<file path="src/rtl/wcu_pkg.sv">
// shared types and constants for the waveform chunk unpacker
`default_nettype none

package wcu_pkg;

    // record limits
    localparam int MAX_SAMPLES = 2048;
    localparam int MAX_RUN     = 64;

    // counter widths
    localparam int CNT_W = $clog2(MAX_SAMPLES + 1);
    localparam int RUN_W = $clog2(MAX_RUN + 1);

    // width code layout
    localparam int MAX_WIDTH  = 16;
    localparam int DELTA_BASE = 32;

    // final status codes
    localparam logic [2:0] STATUS_OK       = 3'd0;
    localparam logic [2:0] STATUS_SHORT    = 3'd1;
    localparam logic [2:0] STATUS_BAD_CODE = 3'd2;
    localparam logic [2:0] STATUS_LONG_RUN = 3'd3;
    localparam logic [2:0] STATUS_CLIPPED  = 3'd4;

    // input word
    typedef struct packed {
        logic [15:0] word;
        logic        record_end;
    } wcu_in_t;

    // result word
    typedef struct packed {
        logic signed [15:0] sample;
        logic               sample_valid;
        logic               run_last;
        logic               record_done;
        logic [2:0]         status;
    } wcu_out_t;

endpackage

`default_nettype wire

</file>
<file path="src/rtl/waveform_chunk_unpacker.sv">
// top level of the waveform chunk unpacker
//
// Usage: feed the 16-bit words of a compressed record on the s_ channel,
// record_end set on its final word. Decoded samples leave on the m_ channel,
// one word per sample; a record that ends without a sample on its last input
// word gives one word with sample_valid low that carries record_done.
// run_last marks the last word caused by an input word, record_done the word
// that finishes the record, and status holds the final code there.
// Timing: an input word is registered and then decoded in the EXEC state once
// the output register is free; a start sample is written to the output
// register by that decode step, each sample of a zero-width run or of packed
// fields by the ZRUN or DLOOP state through the shared adder, packed fields
// also through the field shifter (runs up to MAX_RUN, packed words up to 16).
// s_ready is high only while the sequencer is idle; the last result may
// still sit in the output register while the next word is taken.
// Stall: when m_ready is low the sequencer holds its current sample until the
// output register frees up, so nothing is dropped.
// Reset: aresetn (synchronous, active low) clears the sequencer and the
// output valid flag; the next word is read as a length word.
`default_nettype none

module waveform_chunk_unpacker
    import wcu_pkg::*;
(
    input  wire logic     aclk,
    input  wire logic     aresetn,
    input  wire logic     s_valid,
    output logic          s_ready,
    input  wire wcu_in_t  s_data,
    output logic          m_valid,
    input  wire logic     m_ready,
    output wcu_out_t      m_data
);

    // sequencer states
    localparam logic [1:0] ST_IDLE  = 2'd0;
    localparam logic [1:0] ST_EXEC  = 2'd1;
    localparam logic [1:0] ST_ZRUN  = 2'd2;
    localparam logic [1:0] ST_DLOOP = 2'd3;

    // record phases
    localparam logic [2:0] PH_LENGTH = 3'd0;
    localparam logic [2:0] PH_COUNT  = 3'd1;
    localparam logic [2:0] PH_CODE   = 3'd2;
    localparam logic [2:0] PH_START  = 3'd3;
    localparam logic [2:0] PH_OFFSET = 3'd4;
    localparam logic [2:0] PH_DATA   = 3'd5;
    localparam logic [2:0] PH_DRAIN  = 3'd6;

    logic [1:0]       st_reg, st_next;
    logic [2:0]       phase_reg, phase_next;
    logic [CNT_W-1:0] declared_length_reg, declared_length_next;
    logic [CNT_W-1:0] samples_done_reg, samples_done_next;
    logic [15:0]      chunk_left_reg, chunk_left_next;
    logic [4:0]       field_width_reg, field_width_next;
    logic             delta_mode_reg, delta_mode_next;
    logic [15:0]      offset_value_reg, offset_value_next;
    logic [15:0]      previous_sample_reg, previous_sample_next;
    logic [31:0]      bit_buffer_reg, bit_buffer_next;
    logic [5:0]       bits_held_reg, bits_held_next;
    logic [2:0]       error_code_reg, error_code_next;
    logic [RUN_W-1:0] run_cnt_reg, run_cnt_next;
    logic [15:0]      word_reg, word_next;
    logic             end_reg, end_next;
    logic             m_valid_reg, m_valid_next;
    wcu_out_t         m_data_reg, m_data_next;

    logic             out_free;
    logic [15:0]      field;
    logic [15:0]      add_a;
    logic [15:0]      add_sum;
    logic [CNT_W-1:0] done_inc;
    logic             hit;
    logic [CNT_W-1:0] due;
    logic [15:0]      run_full;
    logic [5:0]       held_sub;
    logic [5:0]       held_add;
    logic [15:0]      chunk_dec;

    assign s_ready  = (st_reg == ST_IDLE);
    assign m_valid  = m_valid_reg;
    assign m_data   = m_data_reg;
    assign out_free = !m_valid_reg || m_ready;

    // field shifter
    wcu_field_extract u_extract (
        .bit_buffer  (bit_buffer_reg),
        .bits_held   (bits_held_reg),
        .field_width (field_width_reg),
        .field       (field)
    );

    // shared sample adder and count compare
    assign add_a    = (st_reg == ST_DLOOP) ? field : 16'd0;
    assign add_sum  = add_a + offset_value_reg + (delta_mode_reg ? previous_sample_reg : 16'd0);
    assign done_inc = samples_done_reg + 1'b1;
    assign hit      = (done_inc >= declared_length_reg);
    assign due      = declared_length_reg - samples_done_reg;
    assign run_full = (chunk_left_reg < 16'(due)) ? chunk_left_reg : 16'(due);
    assign held_sub = bits_held_reg - {1'b0, field_width_reg};
    assign held_add = bits_held_reg + 6'd16;
    assign chunk_dec = chunk_left_reg - 16'd1;

    // sequencer
    always_comb begin
        logic        emit;
        logic [15:0] emit_v;
        logic        emit_last;
        logic        fin;
        logic        quiet;
        logic [2:0]  fin_status;

        st_next              = st_reg;
        phase_next           = phase_reg;
        declared_length_next = declared_length_reg;
        samples_done_next    = samples_done_reg;
        chunk_left_next      = chunk_left_reg;
        field_width_next     = field_width_reg;
        delta_mode_next      = delta_mode_reg;
        offset_value_next    = offset_value_reg;
        previous_sample_next = previous_sample_reg;
        bit_buffer_next      = bit_buffer_reg;
        bits_held_next       = bits_held_reg;
        error_code_next      = error_code_reg;
        run_cnt_next         = run_cnt_reg;
        word_next            = word_reg;
        end_next             = end_reg;
        m_valid_next         = m_valid_reg && !m_ready;
        m_data_next          = m_data_reg;

        emit       = 1'b0;
        emit_v     = 16'd0;
        emit_last  = 1'b0;
        fin        = 1'b0;
        quiet      = 1'b0;
        fin_status = error_code_reg;

        case (st_reg)
            ST_IDLE: begin
                if (s_valid) begin
                    word_next = s_data.word;
                    end_next  = s_data.record_end;
                    st_next   = ST_EXEC;
                end
            end

            ST_EXEC: begin
                if (out_free) begin
                    st_next = ST_IDLE;
                    case (phase_reg)
                        PH_LENGTH: begin
                            samples_done_next    = '0;
                            chunk_left_next      = '0;
                            field_width_next     = '0;
                            delta_mode_next      = 1'b0;
                            offset_value_next    = '0;
                            previous_sample_next = '0;
                            bit_buffer_next      = '0;
                            bits_held_next       = '0;
                            error_code_next      = STATUS_OK;
                            if (word_reg == 16'd0 || word_reg[15]) begin
                                declared_length_next = '0;
                                fin = 1'b1;
                            end else begin
                                if (word_reg > 16'(MAX_SAMPLES)) begin
                                    declared_length_next = CNT_W'(MAX_SAMPLES);
                                    error_code_next      = STATUS_CLIPPED;
                                end else begin
                                    declared_length_next = word_reg[CNT_W-1:0];
                                end
                                phase_next = PH_COUNT;
                            end
                        end
                        PH_COUNT: begin
                            chunk_left_next = word_reg;
                            phase_next      = PH_CODE;
                        end
                        PH_CODE: begin
                            if (word_reg <= 16'(MAX_WIDTH)) begin
                                delta_mode_next  = 1'b0;
                                field_width_next = word_reg[4:0];
                                phase_next       = PH_OFFSET;
                            end else if (word_reg inside
                                         {[DELTA_BASE:DELTA_BASE + MAX_WIDTH]}) begin
                                delta_mode_next  = 1'b1;
                                field_width_next = 5'(word_reg - 16'(DELTA_BASE));
                                phase_next       = PH_START;
                            end else begin
                                error_code_next = STATUS_BAD_CODE;
                                fin = 1'b1;
                            end
                        end
                        PH_START: begin
                            emit      = 1'b1;
                            emit_v    = word_reg;
                            emit_last = 1'b1;
                            if (!hit) begin
                                if (chunk_left_reg != 16'd0) begin
                                    chunk_left_next = chunk_dec;
                                end
                                phase_next = PH_OFFSET;
                            end
                        end
                        PH_OFFSET: begin
                            offset_value_next = word_reg;
                            if (chunk_left_reg == 16'd0) begin
                                phase_next = PH_COUNT;
                            end else if (field_width_reg == 5'd0) begin
                                if (run_full > 16'(MAX_RUN)) begin
                                    error_code_next = STATUS_LONG_RUN;
                                    fin = 1'b1;
                                end else begin
                                    run_cnt_next = run_full[RUN_W-1:0];
                                    st_next      = ST_ZRUN;
                                end
                            end else begin
                                bit_buffer_next = '0;
                                bits_held_next  = '0;
                                phase_next      = PH_DATA;
                            end
                        end
                        PH_DATA: begin
                            bit_buffer_next = {bit_buffer_reg[15:0], word_reg};
                            bits_held_next  = held_add;
                            if (held_add >= {1'b0, field_width_reg}) begin
                                st_next = ST_DLOOP;
                            end
                        end
                        default: begin
                            // trailing words after the record is done
                            quiet = 1'b1;
                            if (end_reg) begin
                                phase_next = PH_LENGTH;
                            end
                        end
                    endcase

                    // finish without a sample on this word
                    if (!emit && !quiet && st_next == ST_IDLE && (fin || end_reg)) begin
                        fin_status      = fin ? error_code_next : STATUS_SHORT;
                        error_code_next = fin_status;
                        m_valid_next    = 1'b1;
                        m_data_next.sample       = '0;
                        m_data_next.sample_valid = 1'b0;
                        m_data_next.run_last     = 1'b1;
                        m_data_next.record_done  = 1'b1;
                        m_data_next.status       = fin_status;
                        phase_next = end_reg ? PH_LENGTH : PH_DRAIN;
                    end
                end
            end

            ST_ZRUN: begin
                if (out_free) begin
                    emit         = 1'b1;
                    emit_v       = add_sum;
                    emit_last    = (run_cnt_reg == RUN_W'(1)) || hit;
                    run_cnt_next = run_cnt_reg - 1'b1;
                    if (emit_last) begin
                        chunk_left_next = '0;
                        phase_next      = PH_COUNT;
                        st_next         = ST_IDLE;
                    end
                end
            end

            default: begin
                // packed fields, one per cycle while the output register is free
                if (out_free) begin
                    emit            = 1'b1;
                    emit_v          = add_sum;
                    bits_held_next  = held_sub;
                    chunk_left_next = chunk_dec;
                    emit_last = hit || (chunk_dec == 16'd0) ||
                                (held_sub < {1'b0, field_width_reg});
                    if (emit_last) begin
                        st_next = ST_IDLE;
                        if (!hit && chunk_dec == 16'd0) begin
                            bit_buffer_next = '0;
                            bits_held_next  = '0;
                            phase_next      = PH_COUNT;
                        end
                    end
                end
            end
        endcase

        // common sample emission
        if (emit) begin
            samples_done_next    = done_inc;
            previous_sample_next = emit_v;
            m_valid_next         = 1'b1;
            m_data_next.sample       = emit_v;
            m_data_next.sample_valid = 1'b1;
            m_data_next.run_last     = emit_last;
            m_data_next.record_done  = 1'b0;
            m_data_next.status       = error_code_reg;
            if (emit_last && (hit || end_reg)) begin
                fin_status      = hit ? error_code_reg : STATUS_SHORT;
                error_code_next = fin_status;
                m_data_next.record_done = 1'b1;
                m_data_next.status      = fin_status;
                phase_next = end_reg ? PH_LENGTH : PH_DRAIN;
            end
        end
    end

    // registers
    always_ff @(posedge aclk) begin
        if (!aresetn) begin
            st_reg              <= ST_IDLE;
            phase_reg           <= PH_LENGTH;
            declared_length_reg <= '0;
            samples_done_reg    <= '0;
            chunk_left_reg      <= '0;
            field_width_reg     <= '0;
            delta_mode_reg      <= 1'b0;
            offset_value_reg    <= '0;
            previous_sample_reg <= '0;
            bit_buffer_reg      <= '0;
            bits_held_reg       <= '0;
            error_code_reg      <= STATUS_OK;
            run_cnt_reg         <= '0;
            m_valid_reg         <= 1'b0;
        end else begin
            st_reg              <= st_next;
            phase_reg           <= phase_next;
            declared_length_reg <= declared_length_next;
            samples_done_reg    <= samples_done_next;
            chunk_left_reg      <= chunk_left_next;
            field_width_reg     <= field_width_next;
            delta_mode_reg      <= delta_mode_next;
            offset_value_reg    <= offset_value_next;
            previous_sample_reg <= previous_sample_next;
            bit_buffer_reg      <= bit_buffer_next;
            bits_held_reg       <= bits_held_next;
            error_code_reg      <= error_code_next;
            run_cnt_reg         <= run_cnt_next;
            m_valid_reg         <= m_valid_next;
        end
    end

    // payload registers
    always_ff @(posedge aclk) begin
        word_reg   <= word_next;
        end_reg    <= end_next;
        m_data_reg <= m_data_next;
    end

    // checks
    a_busy_after_accept: assert property (@(posedge aclk) disable iff (!aresetn)
        s_valid && s_ready |=> !s_ready)
        else $error("input taken while a word is still decoding");

    a_empty_is_done: assert property (@(posedge aclk) disable iff (!aresetn)
        m_valid && !m_data.sample_valid |-> m_data.record_done)
        else $error("result without a sample does not finish the record");

    a_done_is_last: assert property (@(posedge aclk) disable iff (!aresetn)
        m_valid && m_data.record_done |-> m_data.run_last)
        else $error("record finished on a word that is not the last of its input");

    a_count_bound: assert property (@(posedge aclk) disable iff (!aresetn)
        samples_done_reg <= declared_length_reg || phase_reg == PH_LENGTH)
        else $error("more samples than the declared length");

endmodule

`default_nettype wire

</file>
<file path="src/rtl/wcu_field_extract.sv">
// picks the next msb-first field out of the bit buffer
`default_nettype none

module wcu_field_extract
    import wcu_pkg::*;
(
    input  wire logic [31:0] bit_buffer,
    input  wire logic [5:0]  bits_held,
    input  wire logic [4:0]  field_width,
    output logic      [15:0] field
);

    logic [5:0]  shift_amt;
    logic [31:0] shifted;
    logic [16:0] mask;

    // align the field to bit zero and keep its width
    assign shift_amt = bits_held - {1'b0, field_width};
    assign shifted   = bit_buffer >> shift_amt;
    assign mask      = (17'd1 << field_width) - 17'd1;
    assign field     = shifted[15:0] & mask[15:0];

endmodule

`default_nettype wire
</file>
<file path="config.mk">
export PLATFORM = sky130hd
export DESIGN_NAME = waveform_chunk_unpacker
export DESIGN_NICKNAME = d
export VERILOG_FILES = /design/src/rtl/wcu_pkg.sv /design/src/rtl/waveform_chunk_unpacker.sv /design/src/rtl/wcu_field_extract.sv
export SDC_FILE = /design/constraint.sdc
export NUM_CORES = 1
export LEC_CHECK = 0
export ABC_CLOCK_PERIOD_IN_PS = 6000
export BUFFER_PORTS_ARGS = -buffer_cell sky130_fd_sc_hd__buf_2
export CAP_MARGIN = 15
export CELL_PAD_IN_SITES_DETAIL_PLACEMENT = 1
export CELL_PAD_IN_SITES_GLOBAL_PLACEMENT = 1
export CORE_AREA = 2 2 172 174
export DETAILED_ROUTE_END_ITERATION = 8
export DIE_AREA = 0 0 174 176
export PLACE_DENSITY = 0.87
export SYNTH_ARGS = -nofsm -noshare
export SYNTH_HDL_FRONTEND = slang
export SYNTH_SLANG_ARGS = --single-unit
export TNS_END_PERCENT = 30
</file>
<file path="constraint.sdc">
create_clock -name aclk -period 6 [get_ports aclk]
set_clock_uncertainty 0.1 [all_clocks]
set_input_delay 0.9 -clock aclk [delete_from_list [all_inputs] [get_ports aclk]]
set_output_delay 0.9 -clock aclk [all_outputs]
set_load 0.005 [all_outputs]
</file>
Word-level counts from Yosys, hierarchy flattened
Cells that the tools add are included.
W data, S select, Z words.

storage, ports and cells
  bits of input ports = 21
  ROM bits = 0
  memories = 0
  RAM bits = 0
  flip-flop bits (word level) = 171
  bits in latches = 0

operators by class
  divide/modulo/power cells = 0
  reduce and logical (&&, ||, !) cells = 52
  equality and inequality tests = 24
  $add $sub $neg = 10
  bitwise logic cells = 3
  $lt $le $gt $ge = 9
  multipliers = 0
  mux-type cells = 134
  shift-type cells = 2

operators with widths
  kind                     count
  $mux W16                 16
  $mux W32                 6
  $pmux W16 S3             2
  $pmux W32 S3             1
  $mux W3                  31
  $mux W22                 4
  $mux W12                 6
  $pmux W16 S2             2
  $pmux W32 S2             1
  $logic_not A16 Y1        3
  $mux W7                  6
  $mux W6                  6
  $add A16 B16 Y16         2
  $shr A32 B6 Y16          1
  $sub A16 B1 Y16 const B  2
  $mux W1                  25
  $mux W2                  12
  $reduce_bool A2 Y1       10
  $pmux W3 S3              2
  $pmux W3 S6              1
  $pmux W6 S3              1
  $and A16 B16 Y16         1
  $ge A16 B6 Y1 const B    1
  $gt A16 B12 Y1 const B   1
  other kinds (50)         91

Logic depth before layout (Yosys ltp)
  depth in word-level cells = 18
  mapped depth = 25

Hierarchy
A second synthesis with hierarchy kept.

second synthesis, totals
  cell total of the unflattened synthesis = 1533
  area, all modules = 12703.4 um^2

by module, submodules not included
  module                   instances  seq. area each (um^2)  cells an instance  area an instance (um^2)
  waveform_chunk_unpacker  1          3803.6                 1259               10598.9
  wcu_field_extract        1          0.0                    274                2104.5

Worst setup path after synthesis
Ideal clock, no wire load.

  kind = register to register
  start point = reg field_width_reg[1]
  end point = reg m_data_reg, in the netlist m_data[21], data pin
  buffers on the path = 4
  data arrival time = 5.789 ns
  stages on the path, launching flop included = 24
  period minus slack after synthesis = 6.142 ns
  slack = -0.142 ns
  library setup time = 0.254 ns
  path through = dfxtp_1 clkbuf_1 inv_1 fa_1 clkbuf_1 buf_1 clkbuf_1 nand3_1 o21ai_0 mux2i_1 mux4_2 nor3_1 fa_1 ha_1 fa_1 a21oi_1 o211ai_1 and3_1 nor2_1 a211o_1 o21ai_0 xnor2_1 nor3_1 a21o_1

RTL lines
  item                      line                            RTL
  start: declaration        waveform_chunk_unpacker.sv:55   logic [4:0] field_width_reg, field_width_next;
  start signal: assignment  waveform_chunk_unpacker.sv:331  field_width_reg <= field_width_next;
  end signal: assignment    waveform_chunk_unpacker.sv:347  m_data_reg <= m_data_next;
  end: declaration          waveform_chunk_unpacker.sv:66   wcu_out_t m_data_reg, m_data_next;

==> results.md <==
Worst setup path:
- The data arrival time at the worst-slack endpoint is 5870 ps.
- The setup path with the least slack is of type register to register.
- Of all nets on the critical path, the largest fanout is 15.
- The critical path endpoint category is a register.
- STA classifies the critical path startpoint as a register.
- The required time of the critical path is 6100 ps.

Logic synthesis:
- The share of synthesized flip-flops with an asynchronous set or reset is 0%.
- Of the total synthesized cell area, the portion taken by XOR and XNOR cells is 3.314%.
- Of the total synthesized cell area, the portion taken by full adders, half adders and majority gates is 10.17%.
- For this run, the number of Yosys warnings is 0.
- The dominant combinational cell family by area after synthesis is compound AO/OA/AOI/OAI gates.
- The sequential cell area fraction in the yosys report is 31.29%.
- The count of flip-flops with a built-in enable after synthesis is 38.
- The synthesized netlist contains 84 unique library cells.
- The most used flip-flop cell after synthesis is dfxtp_1.
- After synthesis, the mean cell area works out to 8.163 µm².
- Measured against the total synthesized area, the mux share comes to 6.330%.
- Summing the areas of all and, or, nand and nor instances in the mapped netlist gives 21.11% of the synthesized area.
- The compound-cell area share of the yosys netlist is 22.78%.
- The total of flip-flops plus latches after synthesis is 171.
- Synthesis produced a netlist with a net count of 1598.
- Synthesis produced 1489 cells.
- In this run the cell area of the synthesized design comes to 12160 µm².

Placement:
- The wire-length estimate of the detail-placed layout is 29890 µm.
- The routability congestion estimate is 0.9894.
- The port buffer count is 44.

GRT:
- The initial antenna violation count is 1.
- The number of global-route vias before repair was 12012.
- The maximum number of pins on one net before global-route repair is 72.
- The remaining global-route overflow is 0.
- The first global-routing pass estimated 67040 µm of wire.
- Global routing consumed, over all layers together, 27.52% of the routing resources.

Final layout:
- The filler cells instantiated in the layout total 3458.
- The most common cell after layout, fill and taps aside is a21oi_1.
- The antenna cell count is 0.
- The area growth from synthesis to layout is 9.778%.
- The final standard cell utilization of the core is 46.74%.
- The net count of the finished layout is 1601.
- In the layout the commonest cells are a21oi_1, nand2_1, nor2_1.
- The number of flip-flops in the largest register is 32.
- Cells with a size suffix above 1 make up 10.30% of the layout.

Clock tree:
- The clock net in this run drives a total of 171 sinks.
- The number of buffers between clock root and the deepest sink is 2.
- After clock tree synthesis, the flow added hold-fix buffers numbering 0.
- The root buffer cell is clkbuf_16.
- The number of gates resized after CTS was 0.
- TritonCTS built the clock tree.
- For the worst-skew pair, the clock arrives at the later sink with an insertion delay of 450 ps.
- The clock tree synthesis step divided the H-tree into 4 levels.
- The clock transition at the registers of the reported paths is 70 ps.
- The number of clock buffers added by TritonCTS is 17.
- Post-CTS timing repair inserted 0 buffers for setup.

Pwr:
- The maximum VDD drop is 0.1826 mV.
- The leakage dissipation is 0.005159 µW.
- In this run the power density over the cells is 420.5 nW/µm².

Timing:
- Based on the critical path, the design can be clocked at up to 173.1 MHz.
- The final count of pins violating max slew is 0.
- At the pin with the least slew margin, the transition time is 1077 ps.
- The number of endpoints with negative hold slack in the final report was 0.
- The worst path in the final design needs a cycle of 5776 ps, including I/O delays and setup.
- After layout, the worst path uses 96.26% of the clock period.
- Setup violations remaining at the end of the flow were counted as 0.
- Setup repair after global routing left no endpoint under its margin.
- The final setup TNS is 0 ps.
- The worst slew slack as a fraction of its limit is 28.17%.

Floorplanning:
- The placeable core region is 28550 µm².
- The floorplan step set the die width to 174 µm.
- The number of rows created at floorplan is 62.
- The die covers 30620 µm².
- The top-level I/O count is 45.
- Measured along the y axis, the die boundary spans 176 µm.
- For this configuration, the core starts out at a cell density of 42.58%.

Routing:
- The routed layout has 11903 vias.
- Using the TritonRoute via totals, the vias-per-cell ratio works out to 6.301.
- The first TritonRoute pass finished after 5 iterations.
- The number of remaining DRC errors is 0.
- The starting DRC count in detailed routing is 1266.
- The post-route antenna net violation count is 0.
- The aggregate routed wire length is 42240 µm.
- After detailed routing, the average wire length per cell comes to 22.36 µm.

Hold path:
- In this run the worst hold path is classified as register to register.

Status:
- The run finished with clean final reports.

Job:
- Max-cap violations in this run came to 0.
[cell families (layout without fill, tap and decap cells)]
kind of cell	count (synthesis)	count (layout)
AND/OR/NAND/NOR	547	547
AO/OA/AOI/OAI	426	426
flip-flops	171	171
buffers and inverters	157	173
adder cells (fa/ha/maj)	88	88
multiplexers	54	54
XOR/XNOR	46	46
[per-stage QoR]
stage / worst slack [ps] / hold WS [ps] / total power (µW) / cell area (µm²) / std cells
floorplan: 46.33 / 342.0 / 3576 / 12160 / 1489
global placement: 391.7 / 348.4 / 4348 / 12770 / 1855
detailed placement: 139.7 / 361.0 / 4472 / 12790 / 1856
CTS: 114.6 / 377.3 / 5575 / 13330 / 1888
global route: 13.49 / 381.4 / 5979 / 13340 / 1889
finish: 224.3 / 374.1 / 5611 / 13340 / 1889
[layer usage]
metal	up-vias	share of wire, %	track usage, %
met5	-	0	0
met4	0	3.5	10.78
met3	94	7.3	4.156
met2	451	46	44.57
met1	5931	43	37.10
li1	5427	-	-
[path summary, 6_finish.rpt]
check	end	cells past startpoint	slack, ps	start
min reg2reg	bit_buffer_reg[30]	2	370	bit_buffer_reg[30]
max	m_data[21]	22	220	bits_held_reg[0]
min	bit_buffer_reg[30]	2	370	bit_buffer_reg[30]
max reg2reg	m_data[21]	22	220	bits_held_reg[0]
[report_power, final]
group	switching [µW]	total, µW	internal [µW]
clock network	526	1080	554
registers	274	1670	1390
logic	1830	2860	1030
[synth_stat cells, drive strengths merged (9+ instances only)]
library cell	count	area [µm²]
o22ai	9	56.30
inv	57	214.0
xnor2	35	306.5
nand2b	10	62.56
xor2	11	96.34
and2	22	138.9
nor2b	19	118.9
mux4	18	405.4
edfxtp	38	1141
o21a	12	90.09
o21ai	61	305.3
nand4	10	62.56
fa	18	360.4
and3	18	112.6
o211ai	9	67.56
a22o	15	131.4
a211oi	33	260.3
buf	13	66.31
a21oi	162	814.5
nand2	154	578.1
mux2i	33	330.3
a22oi	22	165.2
nor2	144	540.5
dfxtp	133	2663
a21o	12	90.09
nand3	89	445.4
clkbuf	84	316.6
nor3	44	220.2
a31oi	20	125.1
ha	70	875.8
[cell type report]
class | count | area (µm²) | share of cell area (%)
sequential | 171 | 3804 | 28.50
inverter | 60 | 226.5 | 1.697
clock buffer | 19 | 452.9 | 3.394
clock inverter | 13 | 93.84 | 0.7032
multi-input combinational | 1161 | 7762 | 58.17
tap | 384 | 480.5 | 3.601
timing repair buffer | 81 | 524.3 | 3.929
[worst max-delay path: stages (launching register included)]
cell and delay (ps):
dfxtp_1 330, inv_1 60, ha_1 150, inv_1 60, fa_1 450, xnor2_2 180, inv_1 440, buf_4 280
a21oi_1 130, mux4_2 510, nor3_1 430, fa_1 280, ha_1 200, fa_1 240, a21oi_1 120, o211ai_1 250
and3_1 220, nor2_1 50, a211o_1 280, o21ai_0 310, xnor2_1 160, nor3_1 80, a21o_1 190
(Power assumes the default switching activity.)
